**src/hw/rtl/pitch_class_histogram_tracker_top_assert.svh**
```systemverilog
// ----------------------------------------------------------------------------
// pitch_class_histogram_tracker_top_assert.svh
// Assertion macros for the pitch class histogram tracker.
// ----------------------------------------------------------------------------
`ifndef PITCH_CLASS_HISTOGRAM_TRACKER_TOP_ASSERT_SVH
`define PITCH_CLASS_HISTOGRAM_TRACKER_TOP_ASSERT_SVH

// Same-cycle implication, checked out of reset
`define PCHT_ASSERT_IMPL(label, clk, rst_n, ante, cons, msg) \
	label: assert property (@(posedge clk) disable iff (!rst_n) (ante) |-> (cons)) \
		else $error(msg);

// Next-cycle implication, checked out of reset
`define PCHT_ASSERT_NEXT(label, clk, rst_n, ante, cons, msg) \
	label: assert property (@(posedge clk) disable iff (!rst_n) (ante) |=> (cons)) \
		else $error(msg);

`endif

```
**src/hw/rtl/pcht_pkg.sv**
```systemverilog
// ----------------------------------------------------------------------------
// pcht_pkg
// Shared widths, constants and types of the pitch class histogram tracker.
// ----------------------------------------------------------------------------
package pcht_pkg;

	// pitch input: unsigned, 8 fractional bits
	localparam int PITCH_W         = 24;
	localparam int PITCH_FRAC_BITS = 8;

	// mantissa in Q1.23 and fractional log2 resolution
	localparam int MANT_BITS = 23;
	localparam int LOG_BITS  = 16;
	localparam int LOG_CNT_W = $clog2(LOG_BITS);

	// result fields
	localparam int CLASS_W = 5;
	localparam int CONF_W  = 16;
	localparam logic [CONF_W-1:0] CONF_MAX = '1;

	// entries of the queue between classifier and histogram unit
	localparam int QUEUE_DEPTH = 2;

	// fractional log2 of the pitch, handed from front to back
	typedef logic [LOG_BITS-1:0] frac_t;

endpackage

```
**src/hw/rtl/pitch_class_histogram_tracker_top.sv**
```systemverilog
// ----------------------------------------------------------------------------
// pitch_class_histogram_tracker_top
// Quarter-tone pitch class tracker with a decaying class histogram.
//
//   channel | signals                                   | direction
//   --------+-------------------------------------------+----------
//   input   | in_valid, in_ready, pitch_hz              | in
//   output  | out_valid, out_ready, pitch_class,        | out
//           | dominant_class, class_confidence          |
//
// The classifier spends up to 15 normalizing shifts plus 16 squaring steps
// per pitch on one 24x24 multiplier. The histogram unit passes one level per
// cycle through the update lane, then runs 16 steps of the serial divider.
// A two-entry queue between them lets both run at once, so the histogram unit
// sets the sustained rate.
// Reset is asynchronous and clears all levels at once; no clearing pass.
// A stalled output holds the finished result while the next item proceeds.
// ----------------------------------------------------------------------------
`include "pitch_class_histogram_tracker_top_assert.svh"

module pitch_class_histogram_tracker_top #(
	parameter int NUM_CLASSES     = 24,
	parameter int LEVEL_FRAC_BITS = 14
) (
	input  logic                          clk,
	input  logic                          arst_n,
	input  logic                          in_valid,
	output logic                          in_ready,
	input  logic [pcht_pkg::PITCH_W-1:0]  pitch_hz,
	output logic                          out_valid,
	input  logic                          out_ready,
	output logic [pcht_pkg::CLASS_W-1:0]  pitch_class,
	output logic [pcht_pkg::CLASS_W-1:0]  dominant_class,
	output logic [pcht_pkg::CONF_W-1:0]   class_confidence
);

	logic            fr_valid;
	logic            fr_ready;
	pcht_pkg::frac_t fr_data;
	logic            bk_valid;
	logic            bk_ready;
	pcht_pkg::frac_t bk_data;
	logic [pcht_pkg::CLASS_W-1:0] chk_up;
	logic [pcht_pkg::CLASS_W-1:0] chk_dn;

	// classifier front end
	pcht_front u_front (
		.clk        (clk),
		.arst_n     (arst_n),
		.in_valid   (in_valid),
		.in_ready   (in_ready),
		.pitch_hz   (pitch_hz),
		.frac_valid (fr_valid),
		.frac_ready (fr_ready),
		.frac       (fr_data)
	);

	// decoupling queue
	pcht_queue u_queue (
		.clk        (clk),
		.arst_n     (arst_n),
		.push_valid (fr_valid),
		.push_ready (fr_ready),
		.push_data  (fr_data),
		.pop_valid  (bk_valid),
		.pop_ready  (bk_ready),
		.pop_data   (bk_data)
	);

	// histogram unit
	pcht_back #(
		.NUM_CLASSES     (NUM_CLASSES),
		.LEVEL_FRAC_BITS (LEVEL_FRAC_BITS)
	) u_back (
		.clk              (clk),
		.arst_n           (arst_n),
		.frac_valid       (bk_valid),
		.frac_ready       (bk_ready),
		.frac             (bk_data),
		.out_valid        (out_valid),
		.out_ready        (out_ready),
		.pitch_class      (pitch_class),
		.dominant_class   (dominant_class),
		.class_confidence (class_confidence)
	);

	// circular neighbours of the reported class, for checking
	always_comb begin
		chk_up = (pitch_class == pcht_pkg::CLASS_W'(NUM_CLASSES - 1)) ? '0 :
			pitch_class + 1'b1;
		chk_dn = (pitch_class == '0) ? pcht_pkg::CLASS_W'(NUM_CLASSES - 1) :
			pitch_class - 1'b1;
	end

	`PCHT_ASSERT_IMPL(a_class_range, clk, arst_n,
		out_valid && (NUM_CLASSES <= 32),
		(32'(pitch_class) < NUM_CLASSES) && (32'(dominant_class) < NUM_CLASSES),
		"class out of range")
	`PCHT_ASSERT_IMPL(a_conf_adjacent, clk, arst_n,
		out_valid && (class_confidence != '0) && (NUM_CLASSES <= 32),
		(dominant_class == pitch_class) || (dominant_class == chk_up) ||
		(dominant_class == chk_dn),
		"confidence given for a dominant class that is not adjacent")
	`PCHT_ASSERT_NEXT(a_front_busy, clk, arst_n,
		in_valid && in_ready,
		!in_ready,
		"classifier took a second pitch straight after a transfer")

endmodule

```
**src/hw/rtl/pcht_front.sv**
```systemverilog
// ----------------------------------------------------------------------------
// pcht_front
// Classifier front end: normalizes the pitch bit by bit, then finds the
// fractional log2 by repeated squaring, one bit per cycle.
// ----------------------------------------------------------------------------
module pcht_front (
	input  logic                          clk,
	input  logic                          arst_n,
	input  logic                          in_valid,
	output logic                          in_ready,
	input  logic [pcht_pkg::PITCH_W-1:0]  pitch_hz,
	output logic                          frac_valid,
	input  logic                          frac_ready,
	output pcht_pkg::frac_t               frac
);

	localparam logic [1:0] ST_IDLE = 2'd0;
	localparam logic [1:0] ST_NORM = 2'd1;
	localparam logic [1:0] ST_LOG  = 2'd2;
	localparam logic [1:0] ST_DONE = 2'd3;

	localparam int XW = pcht_pkg::MANT_BITS + 1;

	logic [1:0]                       state_q;
	logic [XW-1:0]                    x_q;
	pcht_pkg::frac_t                  f_q;
	logic [pcht_pkg::LOG_CNT_W-1:0]   cnt_q;
	logic [2*XW-1:0]                  sq;
	logic [XW:0]                      sq_shr;
	logic                             f_bit;
	logic                             low_pitch;

	// square the mantissa and rescale to Q2.23
	always_comb begin
		sq        = x_q * x_q;
		sq_shr    = sq[2*XW-1:pcht_pkg::MANT_BITS];
		f_bit     = sq_shr[XW];
		low_pitch = (pitch_hz[pcht_pkg::PITCH_W-1:pcht_pkg::PITCH_FRAC_BITS] == '0);
	end

	assign in_ready   = (state_q == ST_IDLE);
	assign frac_valid = (state_q == ST_DONE);
	assign frac       = f_q;

	// sequence: take item, normalize, square, hand over (a pitch below 1 Hz skips straight to hand over)
	always_ff @(posedge clk or negedge arst_n) begin
		if (!arst_n) begin
			state_q <= ST_IDLE;
		end else begin
			case (state_q)
				ST_IDLE: begin
					if (in_valid) begin
						state_q <= low_pitch ? ST_DONE : ST_NORM;
					end
				end
				ST_NORM: begin
					if (x_q[XW-1]) begin
						state_q <= ST_LOG;
					end
				end
				ST_LOG: begin
					if (cnt_q == '0) begin
						state_q <= ST_DONE;
					end
				end
				ST_DONE: begin
					if (frac_ready) begin
						state_q <= ST_IDLE;
					end
				end
				default: begin
					state_q <= ST_IDLE;
				end
			endcase
		end
	end

	// datapath: mantissa, log bits and step count
	always_ff @(posedge clk) begin
		case (state_q)
			ST_IDLE: begin
				x_q <= XW'(pitch_hz);
				f_q <= '0;
			end
			ST_NORM: begin
				cnt_q <= pcht_pkg::LOG_CNT_W'(pcht_pkg::LOG_BITS - 1);
				if (!x_q[XW-1]) begin
					x_q <= {x_q[XW-2:0], 1'b0};
				end
			end
			ST_LOG: begin
				cnt_q <= cnt_q - 1'b1;
				f_q   <= {f_q[pcht_pkg::LOG_BITS-2:0], f_bit};
				x_q   <= f_bit ? sq_shr[XW:1] : sq_shr[XW-1:0];
			end
			default: begin
				x_q <= x_q;
			end
		endcase
	end

endmodule

```
**src/hw/rtl/pcht_queue.sv**
```systemverilog
// ----------------------------------------------------------------------------
// pcht_queue
// Short first-in first-out queue that decouples the classifier from the
// histogram unit.
// ----------------------------------------------------------------------------
module pcht_queue (
	input  logic            clk,
	input  logic            arst_n,
	input  logic            push_valid,
	output logic            push_ready,
	input  pcht_pkg::frac_t push_data,
	output logic            pop_valid,
	input  logic            pop_ready,
	output pcht_pkg::frac_t pop_data
);

	localparam int AW = $clog2(pcht_pkg::QUEUE_DEPTH);

	pcht_pkg::frac_t mem_q [pcht_pkg::QUEUE_DEPTH];
	logic [AW-1:0]   wr_ptr_q;
	logic [AW-1:0]   rd_ptr_q;
	logic [AW:0]     count_q;
	logic            push;
	logic            pop;

	assign push_ready = (count_q != (AW+1)'(pcht_pkg::QUEUE_DEPTH));
	assign pop_valid  = (count_q != '0);
	assign pop_data   = mem_q[rd_ptr_q];
	assign push       = push_valid && push_ready;
	assign pop        = pop_valid && pop_ready;

	// store entry on transfer in
	always_ff @(posedge clk) begin
		if (push) begin
			mem_q[wr_ptr_q] <= push_data;
		end
	end

	// advance pointers and fill count
	always_ff @(posedge clk or negedge arst_n) begin
		if (!arst_n) begin
			wr_ptr_q <= '0;
			rd_ptr_q <= '0;
			count_q  <= '0;
		end else begin
			if (push) begin
				wr_ptr_q <= wr_ptr_q + 1'b1;
			end
			if (pop) begin
				rd_ptr_q <= rd_ptr_q + 1'b1;
			end
			if (push && !pop) begin
				count_q <= count_q + 1'b1;
			end else if (pop && !push) begin
				count_q <= count_q - 1'b1;
			end
		end
	end

endmodule

```
**src/hw/rtl/pcht_back.sv**
```systemverilog
// ----------------------------------------------------------------------------
// pcht_back
// Histogram unit: maps the log fraction to a class, rotates the level bank
// through one update lane, tracks maximum and sum, then divides serially.
// ----------------------------------------------------------------------------
module pcht_back #(
	parameter int NUM_CLASSES     = 24,
	parameter int LEVEL_FRAC_BITS = 14
) (
	input  logic                          clk,
	input  logic                          arst_n,
	input  logic                          frac_valid,
	output logic                          frac_ready,
	input  pcht_pkg::frac_t               frac,
	output logic                          out_valid,
	input  logic                          out_ready,
	output logic [pcht_pkg::CLASS_W-1:0]  pitch_class,
	output logic [pcht_pkg::CLASS_W-1:0]  dominant_class,
	output logic [pcht_pkg::CONF_W-1:0]   class_confidence
);

	localparam logic [2:0] ST_WAIT  = 3'd0;
	localparam logic [2:0] ST_PREP  = 3'd1;
	localparam logic [2:0] ST_SCAN  = 3'd2;
	localparam logic [2:0] ST_DINIT = 3'd3;
	localparam logic [2:0] ST_DIV   = 3'd4;
	localparam logic [2:0] ST_FIN   = 3'd5;

	localparam int CW    = $clog2(NUM_CLASSES);
	localparam int PW    = CW + pcht_pkg::LOG_BITS;
	localparam int LW    = LEVEL_FRAC_BITS + 2;
	localparam int SW    = LW + CW;
	localparam int DCW   = $clog2(pcht_pkg::CONF_W);
	localparam logic [CW-1:0] LAST   = CW'(NUM_CLASSES - 1);
	localparam logic [LW-1:0] LV_ONE  = LW'(1) << LEVEL_FRAC_BITS;
	localparam logic [LW-1:0] LV_HALF = LV_ONE >> 1;
	localparam logic [LW-1:0] LV_TOP  = LV_ONE << 1;

	logic [2:0]                    state_q;
	logic [LW-1:0]                 lv_q [NUM_CLASSES];
	logic [CW-1:0]                 cls_q;
	logic [CW-1:0]                 up_q;
	logic [CW-1:0]                 dn_q;
	logic [CW-1:0]                 idx_q;
	logic [CW-1:0]                 dom_q;
	logic [LW-1:0]                 max_q;
	logic [SW-1:0]                 sum_q;
	logic [SW-1:0]                 rem_q;
	logic [pcht_pkg::CONF_W-1:0]   quo_q;
	logic [DCW-1:0]                cnt_q;
	logic                          sat_q;
	logic                          out_valid_q;
	logic [pcht_pkg::CLASS_W-1:0]  pitch_class_q;
	logic [pcht_pkg::CLASS_W-1:0]  dominant_class_q;
	logic [pcht_pkg::CONF_W-1:0]   conf_q;

	logic [PW-1:0]   prod;
	logic [CW-1:0]   cls_raw;
	logic [CW-1:0]   cls_new;
	logic [LW-1:0]   lv_add;
	logic [LW-1:0]   lv_sum;
	logic [LW-1:0]   lv_upd;
	logic [SW:0]     rem_sh;
	logic            quo_bit;
	logic            adjacent;
	logic            out_free;

	// class from log fraction, bounded to the last class
	always_comb begin
		prod    = PW'(NUM_CLASSES) * PW'(frac);
		cls_raw = prod[PW-1:pcht_pkg::LOG_BITS];
		cls_new = (cls_raw > LAST) ? LAST : cls_raw;
	end

	// update lane: halve head level, add bump, clamp
	always_comb begin
		if (idx_q == cls_q) begin
			lv_add = LV_ONE;
		end else if (idx_q == up_q || idx_q == dn_q) begin
			lv_add = LV_HALF;
		end else begin
			lv_add = '0;
		end
		lv_sum = {1'b0, lv_q[0][LW-1:1]} + lv_add;
		lv_upd = (lv_sum > LV_TOP) ? LV_TOP : lv_sum;
	end

	// restoring divide step
	always_comb begin
		rem_sh  = {rem_q, 1'b0};
		quo_bit = (rem_sh >= {1'b0, sum_q});
	end

	assign adjacent   = (dom_q == cls_q) || (dom_q == up_q) || (dom_q == dn_q);
	assign out_free   = !out_valid_q || out_ready;
	assign frac_ready = (state_q == ST_WAIT);

	assign out_valid        = out_valid_q;
	assign pitch_class      = pitch_class_q;
	assign dominant_class   = dominant_class_q;
	assign class_confidence = conf_q;

	// control sequence and output valid
	always_ff @(posedge clk or negedge arst_n) begin
		if (!arst_n) begin
			state_q     <= ST_WAIT;
			out_valid_q <= 1'b0;
		end else begin
			// drop the result on transfer out, unless a new one replaces it
			if (out_valid_q && out_ready && (state_q != ST_FIN)) begin
				out_valid_q <= 1'b0;
			end
			case (state_q)
				ST_WAIT: begin
					if (frac_valid) begin
						state_q <= ST_PREP;
					end
				end
				ST_PREP: begin
					state_q <= ST_SCAN;
				end
				ST_SCAN: begin
					if (idx_q == LAST) begin
						state_q <= ST_DINIT;
					end
				end
				ST_DINIT: begin
					state_q <= ST_DIV;
				end
				ST_DIV: begin
					if (cnt_q == '0) begin
						state_q <= ST_FIN;
					end
				end
				ST_FIN: begin
					if (out_free) begin
						out_valid_q <= 1'b1;
						state_q     <= ST_WAIT;
					end
				end
				default: begin
					state_q <= ST_WAIT;
				end
			endcase
		end
	end

	// level bank: rotate through the update lane during the scan
	always_ff @(posedge clk or negedge arst_n) begin
		if (!arst_n) begin
			for (int k = 0; k < NUM_CLASSES; k++) begin
				lv_q[k] <= '0;
			end
		end else if (state_q == ST_SCAN) begin
			for (int k = 0; k < NUM_CLASSES - 1; k++) begin
				lv_q[k] <= lv_q[k+1];
			end
			lv_q[NUM_CLASSES-1] <= lv_upd;
		end
	end

	// datapath: class, scan statistics, divider and result
	always_ff @(posedge clk) begin
		case (state_q)
			ST_WAIT: begin
				cls_q <= cls_new;
			end
			ST_PREP: begin
				up_q  <= (cls_q == LAST) ? '0 : cls_q + 1'b1;
				dn_q  <= (cls_q == '0) ? LAST : cls_q - 1'b1;
				idx_q <= '0;
				sum_q <= '0;
			end
			ST_SCAN: begin
				idx_q <= idx_q + 1'b1;
				sum_q <= sum_q + SW'(lv_upd);
				if (idx_q == '0 || lv_upd > max_q) begin
					max_q <= lv_upd;
					dom_q <= idx_q;
				end
			end
			ST_DINIT: begin
				rem_q <= SW'(max_q);
				quo_q <= '0;
				cnt_q <= DCW'(pcht_pkg::CONF_W - 1);
				sat_q <= (SW'(max_q) == sum_q);
			end
			ST_DIV: begin
				cnt_q <= cnt_q - 1'b1;
				quo_q <= {quo_q[pcht_pkg::CONF_W-2:0], quo_bit};
				rem_q <= quo_bit ? SW'(rem_sh - {1'b0, sum_q}) : SW'(rem_sh);
			end
			ST_FIN: begin
				if (out_free) begin
					pitch_class_q    <= pcht_pkg::CLASS_W'(cls_q);
					dominant_class_q <= pcht_pkg::CLASS_W'(dom_q);
					if (!adjacent) begin
						conf_q <= '0;
					end else if (sat_q) begin
						conf_q <= pcht_pkg::CONF_MAX;
					end else begin
						conf_q <= quo_q;
					end
				end
			end
			default: begin
				cls_q <= cls_q;
			end
		endcase
	end

endmodule
```
**config.mk**
```make
export PLATFORM = sky130hd
export DESIGN_NAME = pitch_class_histogram_tracker_top
export DESIGN_NICKNAME = d
export VERILOG_FILES = /design/src/hw/rtl/pcht_pkg.sv /design/src/hw/rtl/pitch_class_histogram_tracker_top.sv /design/src/hw/rtl/pcht_front.sv /design/src/hw/rtl/pcht_queue.sv /design/src/hw/rtl/pcht_back.sv
export VERILOG_INCLUDE_DIRS = /design/src /design/src/hw/rtl
export SDC_FILE = /design/constraint.sdc
export NUM_CORES = 2
export LEC_CHECK = 0
export BUFFER_PORTS_ARGS = -buffer_cell sky130_fd_sc_hd__buf_2
export CORE_MARGIN = 2
export CORE_UTILIZATION = 55
export DETAILED_ROUTE_END_ITERATION = 6
export PLACE_DENSITY = 0.82
export SLEW_MARGIN = 40
export SYNTH_ARGS = -nofsm -noshare
export SYNTH_HDL_FRONTEND = slang
export SYNTH_HIERARCHICAL = 1
export SYNTH_SLANG_ARGS = --single-unit
```
**constraint.sdc**
```tcl
create_clock -name clk -period 13.1 [get_ports clk]
set_input_delay 0.655 -clock clk [delete_from_list [all_inputs] [get_ports clk]]
set_output_delay 0.655 -clock clk [all_outputs]
set_load 0.1 [all_outputs]
```
==> impl_metrics.py <==
metrics = {
    "status": {
        "status": "finished clean",
    },
    "run": {
        "max-cap-violations": 0,
    },
    "cts": {
        "cts_tree": "done",
        "cts_sinks": 576,
        "cts_root_buf": "clkbuf_16",
        "clock_path_buffers": 3,
        "clk_latency_ns": 0.64,
        "cts_made_buffers": 54,
        "cts_resized": 0,
        "cts-htree-levels": 2,
        "clk_pin_slew_worst_paths_ns": 0.06,
    },
    "yosys": {
        "synth_area_per_cell_sq_um": 9.496,
        "synth_cells": 4447,
        "synth_edf_count": 206,
        "yosys.area.top_type_share": 0.2193,
        "yosysWarnings": 6,
        "syn-cell-area_sq_mm": 0.04223,
        "yosysSeqAreaShare": 0.3658,
        "ys_ff_latch": 576,
        "ys_types": 80,
        "synthArstFlopShare": 0.6424,
        "netlist_top_cells_count": "1,295 x nand2_1, 681 x inv_1, 425 x fa_1, 370 x dfrtp_1, 257 x ha_1",
        "yosysMostFrequentCell": "nand2_1",
        "yosys.area.top_type": "dfrtp_1",
        "yosys_most_used_dff": "dfrtp_1",
        "synth_nets": 5157,
        "yosys-top-cells-area": "dfrtp_1 22%, fa_1 20%, edfxtp_1 15%",
    },
    "timing": {
        "tightest_slew_ns": 0.8410,
        "slew-limit-headroom": 0.4393,
        "worst_clock_skew_ns": 0.04199,
        "final_max_slew_viol_count": 0,
        "hold_viol": 0,
        "setup_tns_ns": 0,
        "min_period_over_period": 0.6278,
        "rsz0062_at_grt": "no",
        "period_needed_ns": 8.224,
        "setup_viol": 0,
        "max_freq_mhz": 121.6,
    },
    "global_routing": {
        "grt_overflow": 0,
        "antenna_found_initial": 0,
        "grt_pass1_wl_um": 149800,
        "grt_pass1_vias": 30260,
        "track_usage": 0.2342,
        "grt_max_degree": 123,
    },
    "critical_path": {
        "crit_required_ns": 13.46,
        "cp_max_fo": 27,
        "worstPathArrival_ns": 8.58,
        "crit_family": "adder cells",
        "cp_num_buf_inv": 9,
        "start_kind": "flop",
        "cpMaxStageDelayCell": "edfxtp_1",
        "critPathKind": "reg2reg",
        "cpPeakStageDelay_ns": 0.75,
        "end_kind": "flop",
    },
    "floorplanning": {
        "row_count": 101,
        "io_pins": 56,
        "die_area_sq_mm": 0.07901,
        "start_util": 0.5560,
        "core_area_sq_mm": 0.07595,
        "die_w_um": 281.1,
        "dieHeight_um": 281.1,
    },
    "placed_design": {
        "dp_cells": 5387,
        "port_buffers": 55,
        "dp_hpwl_um": 65260,
        "gp_congestion": 0.9488,
    },
    "route": {
        "vias_per_cell": 5.394,
        "post_drt_wl_per_cell_um": 16.26,
        "vias": 29620,
        "drt-total-wl_um": 89300,
        "drc": 0,
        "drtAntennaViolNets": 0,
        "firstDrtPassIters": 6,
        "drt_iter0_drc": 2634,
    },
    "cells_and_area": {
        "final_nets": 5126,
        "drive_above_1_share": 0.05760,
        "n_fill_cell": 5893,
        "antenna_cells": 0,
        "area_growth_pct": 7.834,
        "finalNonFillerCells": 5492,
    },
    "hold_path": {
        "hold_class": "in2reg",
    },
}
registers in the layout (all words and copies together), names as in the netlist, 5 cells and up:
name	count
u_back/pitch_class	5
u_front/x_q	24
u_back/sum_q	21
u_back/up_q	5
u_front/frac	16
u_back/idx_q	5
u_back/dom_q	5
u_back/dominant_class	5
u_back/lv_q	360
u_back/class_confidence	16
u_back/max_q	16
u_back/rem_q	21
u_back/cls_q	5
u_back/quo_q	16
u_queue/mem_q	32
u_back/dn_q	5
per-stage QoR:
stage / util / hold WS (ns) / instance area (sq um) / setup slack, ns
2_1_floorplan: - / 0.3594 / 42230 / 5.758
3_3_place_gp: 0.5703 / 0.4296 / 43320 / 4.964
3_5_place_dp: 0.5728 / 0.4467 / 43510 / 4.884
4_1_cts: 0.5989 / 0.3349 / 45490 / 4.823
5_1_grt: 0.5995 / 0.3716 / 45530 / 4.579
6_report: 0.5995 / 0.3680 / 45530 / 4.876
final cells by class:
class / count / area [sq um] / area share
inverters: 681 / 2556 / 0.05614
multi-input cells: 3005 / 23530 / 0.5168
repair buffers: 98 / 740.7 / 0.01627
clock inverters: 36 / 525.5 / 0.01154
well taps: 1030 / 1289 / 0.02830
flip-flops and latches: 576 / 15450 / 0.3392
clock buffers: 66 / 1446 / 0.03176
kinds of logic (layout without fill, tap and decap cells):
| group | after synthesis | after routing | share of synthesized area |
|---|---|---|---|
| DFF | 576 | 576 | 0.3658 |
| AOI/OAI and AO/OA | 361 | 361 | 0.05612 |
| xor gates and xnor gates | 131 | 131 | 0.02762 |
| adders and majority gates | 682 | 682 | 0.2776 |
| buffers and inverters | 866 | 881 | 0.07825 |
| muxes | 70 | 70 | 0.01855 |
| and+or+nand+nor | 1761 | 1761 | 0.1761 |
timing repair:
action	in CTS	in global routing
setup endpoints to repair	0	0
hold buffers	1	0
buffers inserted	0	0
hold endpoints to repair	58	0
worst paths after layout:
path,start,endpoint,slack [ns],depth (start not counted)
max in group asynchronous,arst_n,u_back/lv_q[13]$_DFFE_PN0P_,11.12,4
min in group asynchronous,arst_n,u_back/lv_q[264]$_DFFE_PN0P_,0.56,2
setup reg to reg,u_front/x_q[12]$_DFFE_PP_,u_front/x_q[6]$_DFFE_PP_,4.88,27
hold reg to reg,u_front/frac[10]$_SDFFCE_PN0P_,u_queue/mem_q[0][10]$_DFFE_PP_,0.43,0
setup / recovery,u_front/x_q[12]$_DFFE_PP_,u_front/x_q[6]$_DFFE_PP_,4.88,27
hold / removal,pitch_hz[6],u_front/x_q[6]$_DFFE_PP_,0.37,2
layer usage:
metal | global-route usage | vias to the layer above | part of all wire
li1 | - | 13820 | -
met1 | 0.3097 | 14590 | 0.41
met2 | 0.3917 | 971 | 0.49
met3 | 0.02918 | 237 | 0.061
met4 | 0.09831 | 0 | 0.043
met5 | 0 | - | 0
cell usage in the layout (no fill, tap or decap), types with 66 or more instances in the layout:
cell type	count
dfrtp_1	369
edfxtp_1	206
xor2_1	68
ha_1	256
o21ai_0	66
and2_1	141
a21oi_1	91
nand2_1	1292
fa_1	425
nor2_1	115
inv_1	680
Power is left out: the tool's default activity adds up to more than one toggle a clock period on the data nets, which glitch-free logic cannot reach.
